## config.mk

```make
export PLATFORM = sky130hd
export DESIGN_NAME = psg_tone_noise_generator
export DESIGN_NICKNAME = d
export VERILOG_FILES = /design/src/design/psg_pkg.sv /design/src/design/psg_front.sv /design/src/design/psg_back.sv /design/src/design/psg_tone_noise_generator.sv
export SDC_FILE = /design/constraint.sdc
export NUM_CORES = 1
export LEC_CHECK = 0
export BUFFER_PORTS_ARGS = -buffer_cell sky130_fd_sc_hd__buf_2
export CORE_ASPECT_RATIO = 1.5
export CORE_UTILIZATION = 55
export DETAILED_ROUTE_END_ITERATION = 10
export GPL_TIMING_DRIVEN = 0
export PLACE_DENSITY = 0.73
export SETUP_SLACK_MARGIN = 0.15
export SYNTH_ARGS = -nofsm -noshare
export SYNTH_HDL_FRONTEND = slang
export SYNTH_SLANG_ARGS = --single-unit
```

## constraint.sdc

```tcl
create_clock -name clk -period 4.4 [get_ports clk]
set_clock_uncertainty 0.15 [all_clocks]
set_input_delay 0.88 -clock clk [delete_from_list [all_inputs] [get_ports clk]]
set_output_delay 0.88 -clock clk [all_outputs]
set_load 0.02 [all_outputs]
```

## src/design/psg_pkg.sv

```systemverilog
package psg_pkg;

  // Default sizing of the time base.
  localparam int PSG_MASTER_DIVIDE = 15;
  localparam int PSG_SAMPLE_DIVIDE = 16;
  localparam int PSG_MAX_TICK      = 63;

  // Fixed field widths.
  localparam int TICK_W   = 6;
  localparam int PERIOD_W = 10;
  localparam int VOL_W    = 4;
  localparam int LFSR_W   = 16;
  localparam int NUM_TONE = 3;

  // Opcodes of an input item.
  localparam logic OP_WRITE = 1'b0;
  localparam logic OP_TICK  = 1'b1;

  // Channel code of the noise channel in a latch byte.
  localparam logic [1:0] CH_NOISE = 2'd3;

  // Noise rate codes and the fixed reload values of the first three.
  localparam logic [1:0] RATE_16 = 2'd0;
  localparam logic [1:0] RATE_32 = 2'd1;
  localparam logic [1:0] RATE_64 = 2'd2;
  localparam logic [1:0] RATE_T2 = 2'd3;
  localparam logic [PERIOD_W-1:0] RELOAD_16 = 10'h010;
  localparam logic [PERIOD_W-1:0] RELOAD_32 = 10'h020;
  localparam logic [PERIOD_W-1:0] RELOAD_64 = 10'h040;

  localparam logic [LFSR_W-1:0] LFSR_SEED = 16'h8000;

  typedef struct packed {
    logic              opcode;
    logic [7:0]        write_byte;
    logic [TICK_W-1:0] master_cycles;
  } psg_in_t;

  typedef struct packed {
    logic             tone0_high;
    logic             tone1_high;
    logic             tone2_high;
    logic             noise_high;
    logic [VOL_W-1:0] tone0_level;
    logic [VOL_W-1:0] tone1_level;
    logic [VOL_W-1:0] tone2_level;
    logic [VOL_W-1:0] noise_level;
  } psg_out_t;

  // Classified item as it waits in the queue between front and back.
  typedef struct packed {
    logic              is_tick;
    logic [7:0]        wbyte;
    logic [TICK_W-1:0] cycles;
  } psg_cmd_t;

  // A period of zero is stored as one.
  function automatic logic [PERIOD_W-1:0] nonzero_period(input logic [PERIOD_W-1:0] p);
    nonzero_period = (p == '0) ? PERIOD_W'(1) : p;
  endfunction

endpackage

```

## src/design/psg_front.sv

```systemverilog
module psg_front
  import psg_pkg::*;
#(
  parameter int MAX_TICK = PSG_MAX_TICK
) (
  input  logic     clk,
  input  logic     rst_n,
  input  logic     in_valid,
  output logic     in_ready,
  input  psg_in_t  in_data,
  output logic     cmd_valid,
  input  logic     cmd_ready,
  output psg_cmd_t cmd_data
);

  // Two-entry queue; the depth is a power of two so pointers wrap freely.
  localparam int QUEUE_DEPTH = 2;
  localparam int PTR_W       = $clog2(QUEUE_DEPTH);
  localparam int CNT_W       = $clog2(QUEUE_DEPTH + 1);

  psg_cmd_t          queue_r [QUEUE_DEPTH];
  logic [PTR_W-1:0]  wr_ptr_r, wr_ptr_nxt;
  logic [PTR_W-1:0]  rd_ptr_r, rd_ptr_nxt;
  logic [CNT_W-1:0]  count_r, count_nxt;
  psg_cmd_t          cmd_in;
  logic              push, pop;

  // Classify the item and saturate the cycle count.
  always_comb begin
    cmd_in.is_tick = (in_data.opcode == OP_TICK);
    cmd_in.wbyte   = in_data.write_byte;
    if (32'(in_data.master_cycles) > MAX_TICK) begin
      cmd_in.cycles = TICK_W'(MAX_TICK);
    end else begin
      cmd_in.cycles = in_data.master_cycles;
    end
  end

  assign in_ready  = (count_r != CNT_W'(QUEUE_DEPTH));
  assign push      = in_valid && in_ready;
  assign cmd_valid = (count_r != '0);
  assign pop       = cmd_valid && cmd_ready;
  assign cmd_data  = queue_r[rd_ptr_r];

  // Pointer and fill bookkeeping.
  always_comb begin
    wr_ptr_nxt = push ? wr_ptr_r + PTR_W'(1) : wr_ptr_r;
    rd_ptr_nxt = pop ? rd_ptr_r + PTR_W'(1) : rd_ptr_r;
    count_nxt  = count_r + CNT_W'(push) - CNT_W'(pop);
  end

  always_ff @(posedge clk) begin
    if (!rst_n) begin
      wr_ptr_r <= '0;
      rd_ptr_r <= '0;
      count_r  <= '0;
    end else begin
      wr_ptr_r <= wr_ptr_nxt;
      rd_ptr_r <= rd_ptr_nxt;
      count_r  <= count_nxt;
    end
  end

  // Queue storage needs no reset.
  always_ff @(posedge clk) begin
    if (push) begin
      queue_r[wr_ptr_r] <= cmd_in;
    end
  end

endmodule

```

## src/design/psg_back.sv

```systemverilog
module psg_back
  import psg_pkg::*;
#(
  parameter int MASTER_DIVIDE = PSG_MASTER_DIVIDE,
  parameter int SAMPLE_DIVIDE = PSG_SAMPLE_DIVIDE
) (
  input  logic     clk,
  input  logic     rst_n,
  input  logic     cmd_valid,
  output logic     cmd_ready,
  input  psg_cmd_t cmd_data,
  output logic     out_valid,
  input  logic     out_ready,
  output psg_out_t out_data
);

  localparam int MR_W  = (MASTER_DIVIDE > 1) ? $clog2(MASTER_DIVIDE) : 1;
  localparam int CR_W  = (SAMPLE_DIVIDE > 1) ? $clog2(SAMPLE_DIVIDE) : 1;
  localparam int ACC_W = $clog2(MASTER_DIVIDE + 64);

  localparam logic ST_IDLE = 1'b0;
  localparam logic ST_RUN  = 1'b1;

  logic                state_r, state_nxt;
  logic [ACC_W-1:0]    acc_r, acc_nxt;
  logic [MR_W-1:0]     mrem_r, mrem_nxt;
  logic [CR_W-1:0]     crem_r, crem_nxt;
  logic                produced_r, produced_nxt;

  logic [PERIOD_W-1:0] period_r [NUM_TONE];
  logic [PERIOD_W-1:0] period_nxt [NUM_TONE];
  logic [PERIOD_W-1:0] tcount_r [NUM_TONE];
  logic [PERIOD_W-1:0] tcount_nxt [NUM_TONE];
  logic [NUM_TONE-1:0] pol_r, pol_nxt;
  logic [VOL_W-1:0]    vol_r [NUM_TONE];
  logic [VOL_W-1:0]    vol_nxt [NUM_TONE];
  logic [PERIOD_W-1:0] ncount_r, ncount_nxt;
  logic [PERIOD_W-1:0] nreload_r, nreload_nxt;
  logic [3:0]          nmode_r, nmode_nxt;
  logic [VOL_W-1:0]    nvol_r, nvol_nxt;
  logic [LFSR_W-1:0]   lfsr_r, lfsr_nxt;
  logic                nbit_r, nbit_nxt;
  logic [1:0]          latch_ch_r, latch_ch_nxt;
  logic                latch_vol_r, latch_vol_nxt;

  logic                out_valid_r, out_valid_nxt;
  psg_out_t            out_data_r, out_data_nxt;

  assign cmd_ready = (state_r == ST_IDLE);
  assign out_valid = out_valid_r;
  assign out_data  = out_data_r;

  // Command execution: byte writes; ticks one chip clock per cycle unless stalled.
  always_comb begin
    logic       take;
    logic [7:0] b;
    logic       step;
    logic       boundary;
    logic       out_free;
    logic       fb;

    take     = cmd_valid && (state_r == ST_IDLE);
    b        = cmd_data.wbyte;
    out_free = !out_valid_r || out_ready;
    step     = 1'b0;
    boundary = 1'b0;
    fb       = 1'b0;

    state_nxt     = state_r;
    acc_nxt       = acc_r;
    mrem_nxt      = mrem_r;
    crem_nxt      = crem_r;
    produced_nxt  = produced_r;
    period_nxt    = period_r;
    tcount_nxt    = tcount_r;
    pol_nxt       = pol_r;
    vol_nxt       = vol_r;
    ncount_nxt    = ncount_r;
    nreload_nxt   = nreload_r;
    nmode_nxt     = nmode_r;
    nvol_nxt      = nvol_r;
    lfsr_nxt      = lfsr_r;
    nbit_nxt      = nbit_r;
    latch_ch_nxt  = latch_ch_r;
    latch_vol_nxt = latch_vol_r;
    out_valid_nxt = out_valid_r && !out_ready;
    out_data_nxt  = out_data_r;

    unique case (state_r)
      ST_IDLE: begin
        if (take && cmd_data.is_tick) begin
          acc_nxt      = ACC_W'(mrem_r) + ACC_W'(cmd_data.cycles);
          produced_nxt = 1'b0;
          state_nxt    = ST_RUN;
        end else if (take && b[7]) begin
          // Latch byte: channel, kind and four data bits.
          latch_ch_nxt  = b[6:5];
          latch_vol_nxt = b[4];
          if (b[6:5] != CH_NOISE) begin
            for (int i = 0; i < NUM_TONE; i++) begin
              if (b[6:5] == 2'(i)) begin
                if (b[4]) begin
                  vol_nxt[i] = b[3:0];
                end else begin
                  period_nxt[i] = nonzero_period({period_r[i][PERIOD_W-1:4], b[3:0]});
                end
              end
            end
          end else if (b[4]) begin
            nvol_nxt = b[3:0];
          end else begin
            nmode_nxt = b[3:0];
            unique case (b[1:0])
              RATE_16: nreload_nxt = RELOAD_16;
              RATE_32: nreload_nxt = RELOAD_32;
              RATE_64: nreload_nxt = RELOAD_64;
              RATE_T2: nreload_nxt = period_r[2];
            endcase
          end
        end else if (take) begin
          // Data byte: upper period bits of the latched tone channel.
          if (latch_ch_r != CH_NOISE && !latch_vol_r) begin
            for (int i = 0; i < NUM_TONE; i++) begin
              if (latch_ch_r == 2'(i)) begin
                period_nxt[i] = nonzero_period({b[5:0], period_r[i][3:0]});
              end
            end
          end
        end
      end
      ST_RUN: begin
        if (acc_r >= ACC_W'(MASTER_DIVIDE)) begin
          boundary = (crem_r == CR_W'(SAMPLE_DIVIDE - 1)) && !produced_r;
          // Hold the chip clock that ends a sample period until the result slot frees.
          step = !boundary || out_free;
        end else begin
          mrem_nxt  = acc_r[MR_W-1:0];
          state_nxt = ST_IDLE;
        end
      end
      default: state_nxt = ST_IDLE;
    endcase

    // One chip clock.
    if (step) begin
      acc_nxt = acc_r - ACC_W'(MASTER_DIVIDE);
      if (crem_r == CR_W'(SAMPLE_DIVIDE - 1)) begin
        crem_nxt = '0;
      end else begin
        crem_nxt = crem_r + CR_W'(1);
      end
      for (int i = 0; i < NUM_TONE; i++) begin
        if (tcount_r[i] == '0) begin
          tcount_nxt[i] = period_r[i];
          pol_nxt[i]    = !pol_r[i];
        end else begin
          tcount_nxt[i] = tcount_r[i] - PERIOD_W'(1);
        end
      end
      if (ncount_r == '0) begin
        ncount_nxt = nreload_r;
        fb         = nmode_r[2] ? (lfsr_r[0] ^ lfsr_r[1]) : lfsr_r[0];
        lfsr_nxt   = {fb, lfsr_r[LFSR_W-1:1]};
        nbit_nxt   = lfsr_r[1];
      end else begin
        ncount_nxt = ncount_r - PERIOD_W'(1);
      end
      if (boundary) begin
        produced_nxt               = 1'b1;
        out_valid_nxt              = 1'b1;
        out_data_nxt.tone0_high    = pol_nxt[0];
        out_data_nxt.tone1_high    = pol_nxt[1];
        out_data_nxt.tone2_high    = pol_nxt[2];
        out_data_nxt.noise_high    = nbit_nxt;
        out_data_nxt.tone0_level   = vol_r[0];
        out_data_nxt.tone1_level   = vol_r[1];
        out_data_nxt.tone2_level   = vol_r[2];
        out_data_nxt.noise_level   = nvol_r;
      end
    end
  end

  always_ff @(posedge clk) begin
    if (!rst_n) begin
      state_r     <= ST_IDLE;
      acc_r       <= '0;
      mrem_r      <= '0;
      crem_r      <= '0;
      produced_r  <= 1'b0;
      for (int i = 0; i < NUM_TONE; i++) begin
        period_r[i] <= '0;
        tcount_r[i] <= '0;
        vol_r[i]    <= '0;
      end
      pol_r       <= '0;
      ncount_r    <= '0;
      nreload_r   <= '0;
      nmode_r     <= '0;
      nvol_r      <= '0;
      lfsr_r      <= LFSR_SEED;
      nbit_r      <= 1'b0;
      latch_ch_r  <= '0;
      latch_vol_r <= 1'b0;
      out_valid_r <= 1'b0;
    end else begin
      state_r     <= state_nxt;
      acc_r       <= acc_nxt;
      mrem_r      <= mrem_nxt;
      crem_r      <= crem_nxt;
      produced_r  <= produced_nxt;
      period_r    <= period_nxt;
      tcount_r    <= tcount_nxt;
      vol_r       <= vol_nxt;
      pol_r       <= pol_nxt;
      ncount_r    <= ncount_nxt;
      nreload_r   <= nreload_nxt;
      nmode_r     <= nmode_nxt;
      nvol_r      <= nvol_nxt;
      lfsr_r      <= lfsr_nxt;
      nbit_r      <= nbit_nxt;
      latch_ch_r  <= latch_ch_nxt;
      latch_vol_r <= latch_vol_nxt;
      out_valid_r <= out_valid_nxt;
    end
  end

  // Result payload needs no reset.
  always_ff @(posedge clk) begin
    out_data_r <= out_data_nxt;
  end

endmodule

```

## src/design/psg_tone_noise_generator.sv

```systemverilog
// Channel  Direction  Handshake                Payload
// in       input      in_valid / in_ready      in_data   (psg_in_t)
// out      output     out_valid / out_ready    out_data  (psg_out_t)
//
// The execution unit takes a byte write from the queue while it is idle.
// A tick is loaded, runs one chip clock per cycle while the result side allows, and
// finishes, carrying the master cycle remainder on to the next tick.
// The chip clock that ends a sample period waits while the result register is full.
// A two-entry queue lets items arrive while a tick runs.
// Reset is synchronous; queue storage and the result payload are not reset.
module psg_tone_noise_generator
  import psg_pkg::*;
#(
  parameter int MASTER_DIVIDE = PSG_MASTER_DIVIDE,
  parameter int SAMPLE_DIVIDE = PSG_SAMPLE_DIVIDE,
  parameter int MAX_TICK      = PSG_MAX_TICK
) (
  input  logic     clk,
  input  logic     rst_n,
  input  logic     in_valid,
  output logic     in_ready,
  input  psg_in_t  in_data,
  output logic     out_valid,
  input  logic     out_ready,
  output psg_out_t out_data
);

  logic     cmd_valid;
  logic     cmd_ready;
  psg_cmd_t cmd_data;

  // Front: accept, classify and queue items.
  psg_front #(
    .MAX_TICK(MAX_TICK)
  ) u_front (
    .clk      (clk),
    .rst_n    (rst_n),
    .in_valid (in_valid),
    .in_ready (in_ready),
    .in_data  (in_data),
    .cmd_valid(cmd_valid),
    .cmd_ready(cmd_ready),
    .cmd_data (cmd_data)
  );

  // Back: register writes, chip clocks and the result register.
  psg_back #(
    .MASTER_DIVIDE(MASTER_DIVIDE),
    .SAMPLE_DIVIDE(SAMPLE_DIVIDE)
  ) u_back (
    .clk      (clk),
    .rst_n    (rst_n),
    .cmd_valid(cmd_valid),
    .cmd_ready(cmd_ready),
    .cmd_data (cmd_data),
    .out_valid(out_valid),
    .out_ready(out_ready),
    .out_data (out_data)
  );

endmodule

```

* Word-level counts from Yosys, hierarchy flattened
Memory sizes are Yosys's and may differ from the RTL's. A register that Yosys moved wholly into a read port is not among the register bits.
Cells that the tools add are included.
W data, S select, Z words.
** Storage, ports and cells
- Flip-flop bits (word level) :: 164
- Memory bits (writable) :: 30
- Bits of input ports :: 19
- Output and inout port bits :: 22
- Word-level logic and storage cells :: 183
- Memories kept :: 1
** Cells by class
- $add $sub $neg :: 11
- Order comparisons :: 1
- Eq/ne operators :: 20
- Mux-type cells :: 50
- Bitwise gates (word level) :: 6
- Reductions and logical operators :: 56
** Memories
- u_front.queue_r :: depth 2, width 15, rd ports 1, clocked after memory_dff 1, wr ports 1, line psg_front.sv:21 : psg_cmd_t queue_r [QUEUE_DEPTH];
** Operators by type and width (count)
- $mux W10 :: 19
- $mux W30 :: 4
- $logic_not A10 Y1 :: 10
- $reduce_and A9 Y1 :: 6
- $pmux W10 S4 :: 1
- $sub A10 B1 Y10 const B :: 4
- $ne A2 B2 Y1 const B :: 12
- $mux W1 :: 21
- $mux W7 :: 3
- $reduce_bool A2 Y1 :: 10
- $reduce_and A6 Y1 :: 3
- $reduce_and A5 Y1 :: 2
- $eq A2 B2 Y1 const B :: 4
- $logic_not A1 Y1 :: 8
- $reduce_and A2 Y1 :: 4
- $add A4 B6 Y7 :: 1
- $ge A7 B4 Y1 const B :: 1
- $logic_and A1 B1 Y1 :: 7
- $sub A7 B4 Y7 const B :: 1
- $eq A2 B1 Y1 const B :: 3
- $logic_not A2 Y1 :: 3
- $not A1 Y1 :: 5
- $add A4 B1 Y4 const B :: 1
- $eq A4 B4 Y1 const B :: 1
- 8 further kinds :: 10

* Logic depth before layout (Yosys ltp)
Gate-level depths: netlist (run 1).
- Depth in word-level cells :: 8
- Gate-level depth with buffers :: 12
- Depth with buffers taken out :: 8

* By module
From an unflattened synthesis (run 1), not the netlist that was laid out.
** Second synthesis, totals
- Cell total of the unflattened synthesis :: 899
- Area, all modules :: 8637.0 µm²
** By module, submodules not included
- psg_back :: times used 1, cells each 823, area each 7288.2 µm², seq. area each 3363.2 µm²
- psg_front :: times used 1, cells each 76, area each 1348.8 µm², seq. area each 1001.0 µm²

* Worst setup path after synthesis (run 1)
Ideal clock, no wire load.
- Path kind :: reg-to-reg
- Start point :: reg (tool-made name)
- End point :: reg u_back.acc_r[6]
- Library setup time :: 0.122 ns
- Data arrival time :: 2.777 ns
- Required time :: 4.128 ns
- Path slack :: 1.351 ns
- Cell stages (with the launch flop) :: 13
- Buffers on the path :: 4
- Period minus slack after synthesis :: 3.049 ns
- Cell sequence :: dfxtp_1 -> buf_6 -> buf_4 -> buf_2 -> buf_1 -> mux2_2 -> ha_1 -> fa_1 -> a21o_1 -> a21oi_1 -> nand4b_1 -> o41ai_1 -> nand3b_1
** RTL lines
- end signal: assignment :: line psg_back.sv:207 : acc_r <= acc_nxt;
- end: declaration :: line psg_back.sv:25 : logic [ACC_W-1:0] acc_r, acc_nxt;

==> out/qor.csv, run 1 <==
metric,value,unit
Reg area,4360,sq um
Final Setup Violations,0,
ys async rst share,0,
total core area,15600,sq um
top post-synthesis cells by area,"dfxtp_1, edfxtp_1, mux2i_1, nand2_1, a21oi_1",
synth unique cells,76,
Yosys top cell by area,dfxtp_1,
Final Max Tran Viols,0,
Synth Register Bits,193,
crit path buf inv count,4,
CTS buffer count,17,
"Largest stage delay, worst path",0.50,ns
area share of the largest cell type after synthesis,0.327,
P_leak,3.63,nW
P per Cell Area,499,nW/um^2
Die Y,157,um
number of global-route vias before repair,7011,
total global-route track usage,0.291,
clk sink count,193,
CTS Buffer Depth,2,
Post-DP HPWL,16800,um
hold_ws,0.285,ns
fin nets,1012,
CP max FO,10,
"Primary FF master, synth",dfxtp_1,
synthesis-to-layout area growth,11.7,%
Wirelength per Cell,19.6,um
DRT iter0 DRCs,622,
number of antenna violations at the first check in global routing,0,
PortBufs,39,
first-pass GRT wire length,36500,um
Syn. warnings,0,
final worst-path cycle share,0.809,
die area,16400,sq um
WL final,23400,um
CP top delay family,buffers and inverters,
Routability Congestion,0.928,
critical path required time,4.56,ns
Crit-path slowest cell,buf_1,
pin count of the biggest net entering global routing,21,
worst path cell trace,"buf_6, buf_4, buf_2, buf_1, mux2_2, ha_1, fa_1, a21o_1, a21oi_1, nand4b_1, o41ai_1, nand3b_1",
detailed-route via count,7370,
root buf cell,clkbuf_16,
CTS resizes,0,
Vias per Instance,6.18,
Initial Utilization,0.560,
TritonRoute pass-1 iters,9,
setup TNS,0,ns
min Tclk post-route,3.56,ns
status,"complete, but fails checks",
Rows,56,
internal reg-to-reg setup slack,0.84,ns
# DRC,2,
syn nets,954,
failing checks,design-rule violations,
post-route antenna net violation count,0,
startpoint class of the critical path,register,
Top Ports,41,
CP Class,register to register,
worst skew pair latency,0.44,ns
Worst Tran Pin Value,1.18,ns
cell count after synthesis,918,
CP arrival,3.72,ns
Max IR drop VDD,414,uV
Max transition margin,0.210,
Max Clk Rate,281,MHz
Netlist Area Pre-Place,8760,sq um
Worst-path clk slew,0.08,ns
cts hold-fix bufs,0,
post-synthesis sequential area ratio,0.498,
hold crit path type,register to register,
Die Wd,105,um
Finished Core Util,0.626,
# fillers,1318,
Final Hold Viols,0,
Multi-input gate area,4100,sq um
total grt overflow,0,
CTS tree,built,
Syn Area/Cell,9.54,sq um
dpl cell area,9210,sq um
RSZ-0062 raised after global routing,false,
number of flops mapped to enable cells by yosys,50,
post-route cell area,9780,sq um
fraction of layout cells with a size suffix above 1,0.115,
setup repair bufs after CTS,0,
antenna cell count,0,
CTS H-tree depth,4,
Critical Path End Type,register,
Maximum Capacitance Violations,0,
==> layout by cell type (no fill, tap or decap), types with 4 or more instances in the layout <==
| cell | count |
|---|---|
| nor2b_1 | 4 |
| and2_1 | 5 |
| a32o_1 | 7 |
| a211oi_1 | 14 |
| mux2_2 | 11 |
| o211ai_1 | 8 |
| a21o_1 | 4 |
| nand4_1 | 7 |
| nand2_1 | 110 |
| nor4_1 | 20 |
| nor3_1 | 31 |
| inv_6 | 6 |
| inv_1 | 19 |
| xnor2_1 | 6 |
| mux2i_1 | 43 |
| buf_2 | 45 |
| or3_1 | 6 |
| xor2_1 | 9 |
| o22ai_1 | 8 |
| clkbuf_1 | 42 |
| o32ai_1 | 6 |
| nand3_1 | 48 |
| nor3b_1 | 10 |
| nor2_1 | 71 |
| or4_1 | 11 |
| clkbuf_16 | 18 |
| nand2b_1 | 4 |
| a31o_2 | 4 |
| ha_1 | 16 |
| o21ai_0 | 48 |
| a221oi_1 | 4 |
| a21oi_1 | 71 |
| edfxtp_1 | 50 |
| dfxtp_1 | 143 |
==> through the flow <==
step	cells	power [W]	setup slack, ns
finish	1192	0.00488	0.841
global route	1192	0.00508	0.680
CTS	1192	0.00488	0.815
detailed placement	1160	0.00340	0.882
global placement	1160	0.00338	0.299
floorplan	918	0.00306	1.35
==> Yosys cell counts, types with 11 or more instances <==
cell type  number
a21oi_1        71
edfxtp_1       50
nor2_1         71
ha_1           16
mux2i_1        43
nand3_1        48
nor4_1         20
a211oi_1       14
inv_1          19
mux2_2         11
o21ai_0        48
clkbuf_1       41
or4_1          11
dfxtp_1       143
nand2_1       110
nor3_1         32
==> layer usage <==
metal	vias up	global-route usage	routed length, um
met1	3519	0.320	9000
met4	0	0.182	1190
met5	-	0	0
met2	278	0.511	11900
met3	77	0.0616	1280
li1	3496	-	-
==> sequential cells by signal, summed over array words and instances (netlist names), 7 cells and up, named ones only <==
| name | count |
|---|---|
| u_back.period_r | 30 |
| u_back.tcount_r | 30 |
| u_front.queue_r | 30 |
| u_back.out_data | 20 |
| u_back.lfsr_r | 16 |
| u_back.vol_r | 12 |
| u_back.ncount_r | 10 |
| u_back.nreload_r | 10 |
| u_back.acc_r | 7 |
==> worst register-to-register path: stages (launching register included) <==
cell and delay [ns]:
dfxtp_1 0.33, buf_6 0.14, buf_4 0.17, buf_2 0.27, buf_1 0.50, mux2_2 0.40, ha_1 0.23, fa_1 0.41
a21o_1 0.19, a21oi_1 0.21, nand4b_1 0.14, o41ai_1 0.10, nand3b_1 0.20
==> power by group <==
| group | total, W | internal, W | switching, W |
|---|---|---|---|
| Sequential | 0.00209 | 0.00197 | 0.000124 |
| Clock | 0.00149 | 0.000778 | 0.000716 |
| Combinational | 0.00130 | 0.000456 | 0.000842 |
==> layout make-up <==
class	instances	share of cell area
repair buffers	39	0.0200
clock inverters	13	0.0116
multi-input cells	652	0.420
clock buffers	19	0.0464
inverters	21	0.00806
well taps	203	0.0260
flip-flops and latches	193	0.446
plain buffers	52	0.0219
==> path summary, 6_finish.rpt <==
kind | start | to | cells past startpoint
min | u_back.vol_r[1] | u_back.out_data[5] | 0
max reg2reg | register | u_back.acc_r[6] | 12
min reg2reg | u_back.vol_r[1] | u_back.out_data[5] | 0
max | register | u_back.acc_r[6] | 12
==> cell families after synthesis <==
logic type                 Yosys count  share of synthesized area
DFF                                193                      0.498
and+or+nand+nor                    350                      0.197
adders and majority gates           17                     0.0251
buffers and inverters               73                     0.0334
xor gates and xnor gates            15                     0.0150
muxes                               55                     0.0650
AOI/OAI and AO/OA                  215                      0.166
Power figures use the tool's default switching activity.
==> inputs of run 2 (changes only) <==
ABC_AREA = 1   (was default)
PLACE_DENSITY = 0.72   (was 0.73)
clock period = 3.3 ns   (was 4.4 ns; I/O delays follow)
==> run 2 against run 1 <==
  * The flow now finishes without violations
  * Via count increased by 7.5%
  * Clock power up 37%
  * Synthesized cell count increased by 32%
==> out/qor.csv, run 2 <==
metric,value,unit
antenna cell count,0,
Final Hold Viols,0,
Max IR drop VDD,416,uV
DRT iter0 DRCs,445,
Critical Path End Type,register,
Initial Utilization,0.565,
Final Max Tran Viols,0,
cell count after synthesis,1214,
CTS tree,built,
Post-DP HPWL,16300,um
area share of the largest cell type after synthesis,0.312,
startpoint class of the critical path,register,
CTS resizes,0,
Worst Tran Pin Value,1.26,ns
root buf cell,clkbuf_16,
dpl cell area,9640,sq um
Yosys top cell by area,dfxtp_1,
CP top delay family,buffers and inverters,
# DRC,0,
Max transition margin,0.156,
detailed-route via count,7922,
ys async rst share,0,
worst skew pair latency,0.44,ns
CP max FO,20,
post-route antenna net violation count,0,
"commonest non-fill, non-tap cell in the layout",nand2_1,
CTS Buffer Depth,2,
RSZ-0062 raised after global routing,false,
P_leak,4.34,nW
Synth top cells by count,"nand2_1, nor2_1, dfxtp_1",
most frequent cell after synthesis,nand2_1,
TritonRoute pass-1 iters,5,
CTS buffer count,17,
min Tclk post-route,2.90,ns
total global-route track usage,0.276,
setup repair bufs after CTS,0,
total core area,16300,sq um
Top Ports,41,
Routability Congestion,0.914,
fin nets,1308,
CP arrival,2.82,ns
Die Wd,108,um
Crit-path slowest cell,inv_1,
# fillers,1475,
setup TNS,0,ns
hold crit path type,primary input to register,
Wirelength per Cell,15.2,um
cts hold-fix bufs,0,
die area,17200,sq um
critical path required time,3.21,ns
biggest regs,"u_back.period_r: 30 flops, u_back.tcount_r: 30 flops, u_front.queue_r: 30 flops",
total grt overflow,0,
Syn Area/Cell,7.57,sq um
Max Clk Rate,344,MHz
worst path cell trace,"ha_1, nand3_1, nand3_2, nand3_2, buf_6, inv_4, buf_6, nand2_1, inv_1",
Maximum Capacitance Violations,0,
crit path buf inv count,4,
number of antenna violations at the first check in global routing,0,
Synth Register Bits,193,
Netlist Area Pre-Place,9190,sq um
post-route cell area,10200,sq um
Final Setup Violations,0,
pin count of the biggest net entering global routing,21,
post-synthesis sequential area ratio,0.475,
fraction of layout cells with a size suffix above 1,0.109,
Worst-path clk slew,0.08,ns
synth unique cells,40,
number of global-route vias before repair,7562,
first-pass GRT wire length,36400,um
syn nets,1250,
final worst-path cycle share,0.880,
number of flops mapped to enable cells by yosys,50,
PortBufs,39,
Rows,57,
clk sink count,193,
Syn. warnings,0,
most frequent cells in the layout,"nand2_1, nor2_1, dfxtp_1",
top post-synthesis cells by area,"dfxtp_1, edfxtp_1, nand2_1, nor2_1, a21oi_1",
synthesis-to-layout area growth,11.3,%
CP Class,register to register,
"Primary FF master, synth",dfxtp_1,
P per Cell Area,861,nW/um^2
WL final,22600,um
CTS H-tree depth,4,
Vias per Instance,5.31,
Reg area,4360,sq um
"Largest stage delay, worst path",0.73,ns
Multi-input gate area,4130,sq um
Die Y,160,um
status,"complete, no violations",
[run 2: logic make-up (layout without fill, tap and decap cells)]
| family | after synthesis | count (layout) | share of synthesized area |
|---|---|---|---|
| AOI/OAI and AO/OA | 227 | 227 | 0.130 |
| xor gates and xnor gates | 26 | 26 | 0.0248 |
| adders and majority gates | 17 | 17 | 0.0240 |
| buffers and inverters | 160 | 231 | 0.0753 |
| DFF | 193 | 193 | 0.475 |
| and+or+nand+nor | 591 | 591 | 0.271 |
[run 2: cell type report]
| type | instances | area share |
|---|---|---|
| Clock buffer | 17 | 0.0416 |
| Multi-Input combinational cell | 861 | 0.404 |
| Buffer | 40 | 0.0234 |
| Tap cell | 206 | 0.0252 |
| Clock inverter | 15 | 0.0158 |
| Sequential cell | 193 | 0.427 |
| Inverter | 120 | 0.0443 |
| Timing Repair Buffer | 39 | 0.0191 |
[run 2: worst paths after layout]
path	startpoint	endpoint	slack [ns]	depth (start not counted)
max	u_back.acc_r[1]	u_back.out_data[12]	0.40	9
min	in_data[3]	u_front.queue_r[1][3]	0.25	1
max reg2reg	u_back.acc_r[1]	u_back.out_data[12]	0.40	9
min reg2reg	u_back.vol_r[1]	u_back.out_data[5]	0.28	0
[run 2: worst reg2reg max path, stage by stage (launching register included)]
cell     delay (ns)
dfxtp_1        0.41
ha_1           0.25
nand3_1        0.13
nand3_2        0.13
nand3_2        0.15
buf_6          0.19
inv_4          0.10
buf_6          0.17
nand2_1        0.10
inv_1          0.73
[run 2: report_power, final]
group / leakage, nW / internal (W) / switching, W / total, W
combinational: 2.42 / 0.00121 / 0.00256 / 0.00377
sequential: 1.63 / 0.00278 / 0.000226 / 0.00300
clock: 0.288 / 0.00102 / 0.00102 / 0.00204
[run 2: stage by stage]
stage          hold slack, ns  utilization  power (W)  cells  setup WS (ns)
3_5_place_dp            0.267        0.593    0.00677   1459          0.300
2_1_floorplan           0.258            -    0.00589   1214          0.978
4_1_cts                 0.235        0.629    0.00880   1491          0.381
6_report                0.247        0.629    0.00881   1491          0.397
3_3_place_gp            0.263        0.593    0.00671   1459          0.308
5_1_grt                 0.237        0.629    0.00945   1491          0.219
[run 2: metal layers]
layer,wire length (um),global-route usage
met5,0,0
met4,887,0.138
met3,866,0.0463
met2,11600,0.489
met1,9210,0.317
==> inputs of run 3 (changes only) <==
CORE_UTILIZATION = 60   (was 55)
GPL_TIMING_DRIVEN = default   (was 0)
PLACE_DENSITY = 0.78   (was 0.72)
==> run 3 against run 2 <==
  * Register-to-register slack better by 0.47 ns
  * Count of clock-buffer cells in the layout is 1 higher
  * Routed wire length is 12% lower
  * Design area is 1.3% lower
  * Sequential power hardly changed
  * Worst setup slack better by 0.47 ns
  * Critical path depth stayed put
  * Clock power hardly changed
  * Core utilization is 4.4 points higher
  * First-iteration DRC count is 11% lower
  * Total power is 1.6% lower
  * Sequential share of layout area is 0.56 points higher
  * Critical endpoint is now u_back.ncount_r[9]
==> out/qor.csv, run 3 (synthesized netlist as in run 2, its figures left out) <==
metric,value,unit
CTS tree,built,
Wirelength per Cell,13.6,um
Initial Utilization,0.613,
Final Non-Filler Cells,1459,
startpoint class of the critical path,register,
Clk pwr share,0.234,
total global-route track usage,0.274,
combinational share of power,0.417,
CP arrival,2.62,ns
CTS Buffer Depth,2,
WL final,19800,um
CTS H-tree depth,4,
"commonest non-fill, non-tap cell in the layout",nand2_1,
P per Cell Area,858,nW/um^2
Finished Core Util,0.673,
Top Ports,41,
synthesis-to-layout area growth,9.87,%
Final Max Tran Viols,0,
P_int,0.00500,W
Max Clk Rate,411,MHz
biggest regs,"u_back.period_r: 30 flops, u_back.tcount_r: 30 flops, u_front.queue_r: 30 flops",
fraction of layout cells with a size suffix above 1,0.106,
most frequent cells in the layout,"nand2_1, nor2_1, dfxtp_1",
post-route antenna net violation count,0,
Maximum Capacitance Violations,0,
Reg power frac,0.349,
pin count of the biggest net entering global routing,71,
clk sink count,193,
Rows,55,
first-pass GRT wire length,33900,um
Routability Congestion,0.860,
root buf cell,clkbuf_16,
Sw Ratio,0.424,
worst skew pair latency,0.45,ns
Worst-path clk slew,0.07,ns
worst path cell trace,"ha_1, nand3_1, nand3_2, nand3_2, inv_4, buf_4, o21ai_1, nor2_1, nor2_1",
total grt overflow,0,
crit path buf inv count,2,
die area,15800,sq um
antenna cell count,0,
Max transition margin,0.552,
detailed-route via count,7813,
status,"complete, no violations",
final worst-path cycle share,0.738,
CTS buffer count,17,
"Largest stage delay, worst path",0.42,ns
# DRC,0,
# placed instances,1427,
total core area,15000,sq um
Tot Pwr,0.00867,W
cts hold-fix bufs,0,
Post-DP HPWL,13700,um
DRT iter0 DRCs,398,
CP top delay family,simple AND/OR/NAND/NOR gates,
number of antenna violations at the first check in global routing,0,
Die Wd,103,um
Die Y,154,um
RSZ-0062 raised after global routing,false,
setup TNS,0,ns
PortBufs,40,
hold_ws,0.247,ns
Max IR drop VDD,521,uV
Worst Tran Pin Value,0.672,ns
setup repair bufs after CTS,0,
CTS resizes,0,
Crit-path slowest cell,buf_4,
CP max FO,43,
Final Setup Violations,0,
min Tclk post-route,2.44,ns
TritonRoute pass-1 iters,5,
hold crit path type,primary input to register,
CP Class,register to register,
NetSw,0.00367,W
critical path required time,3.48,ns
fin nets,1283,
P_leak,4.28,nW
Critical Path End Type,register,
Vias per Instance,5.36,
Final Hold Viols,0,
number of global-route vias before repair,7484,
[run 3: changes by cell type in the layout (fill, tap and decap cells not counted)]
cell and delta:
clkinvlp_4 +1, clkinv_4 +1, buf_1 -1, buf_4 +8, inv_6 -1, buf_6 -8, clkinv_8 -3, buf_2 -6
clkbuf_1 -17, clkbuf_2 -1, bufinv_16 +1, buf_12 +1
[run 3: layer usage]
| metal | share of wire | track usage |
|---|---|---|
| met2 | 0.54 | 0.495 |
| met3 | 0.034 | 0.0491 |
| met4 | 0.024 | 0.115 |
| met5 | 0 | 0 |
| met1 | 0.40 | 0.309 |
[run 3: cell type report]
class	count	area (sq um)
fill	1317	4910
sequential	193	4360
multi-input combinational	861	4130
inverter	120	453
clock buffer	18	429
timing repair buffer	54	318
tap	199	249
clock inverter	14	150
[run 3: path summary, 6_finish.rpt]
check	start	slack, ns	endpoint	depth (start not counted)
max	u_back.acc_r[1]	0.86	u_back.ncount_r[9]	9
min	in_data[2]	0.25	u_front.queue_r[0][2]	1
max reg2reg	u_back.acc_r[1]	0.86	u_back.ncount_r[9]	9
min reg2reg	u_back.vol_r[1]	0.28	u_back.out_data[5]	0
[run 3: power groups by stage]
| stage | clock [W] | sequential [W] | combinational (W) |
|---|---|---|---|
| 5_1_grt | 0.00213 | 0.00306 | 0.00415 |
| 3_5_place_dp | 0 | 0.00307 | 0.00356 |
| 4_1_cts | 0.00205 | 0.00302 | 0.00360 |
| 6_report | 0.00203 | 0.00302 | 0.00361 |
| 2_1_floorplan | 0 | 0.00299 | 0.00290 |
| 3_3_place_gp | 0 | 0.00306 | 0.00350 |
[run 3: per-stage QoR]
step                      worst slack (ns)  cell area (sq um)
final                                0.865              10100
after detailed placement             0.840               9520
after global placement               0.860               9520
after global routing                 0.646              10100
after CTS                            0.893              10100
after floorplan                      0.978               9190
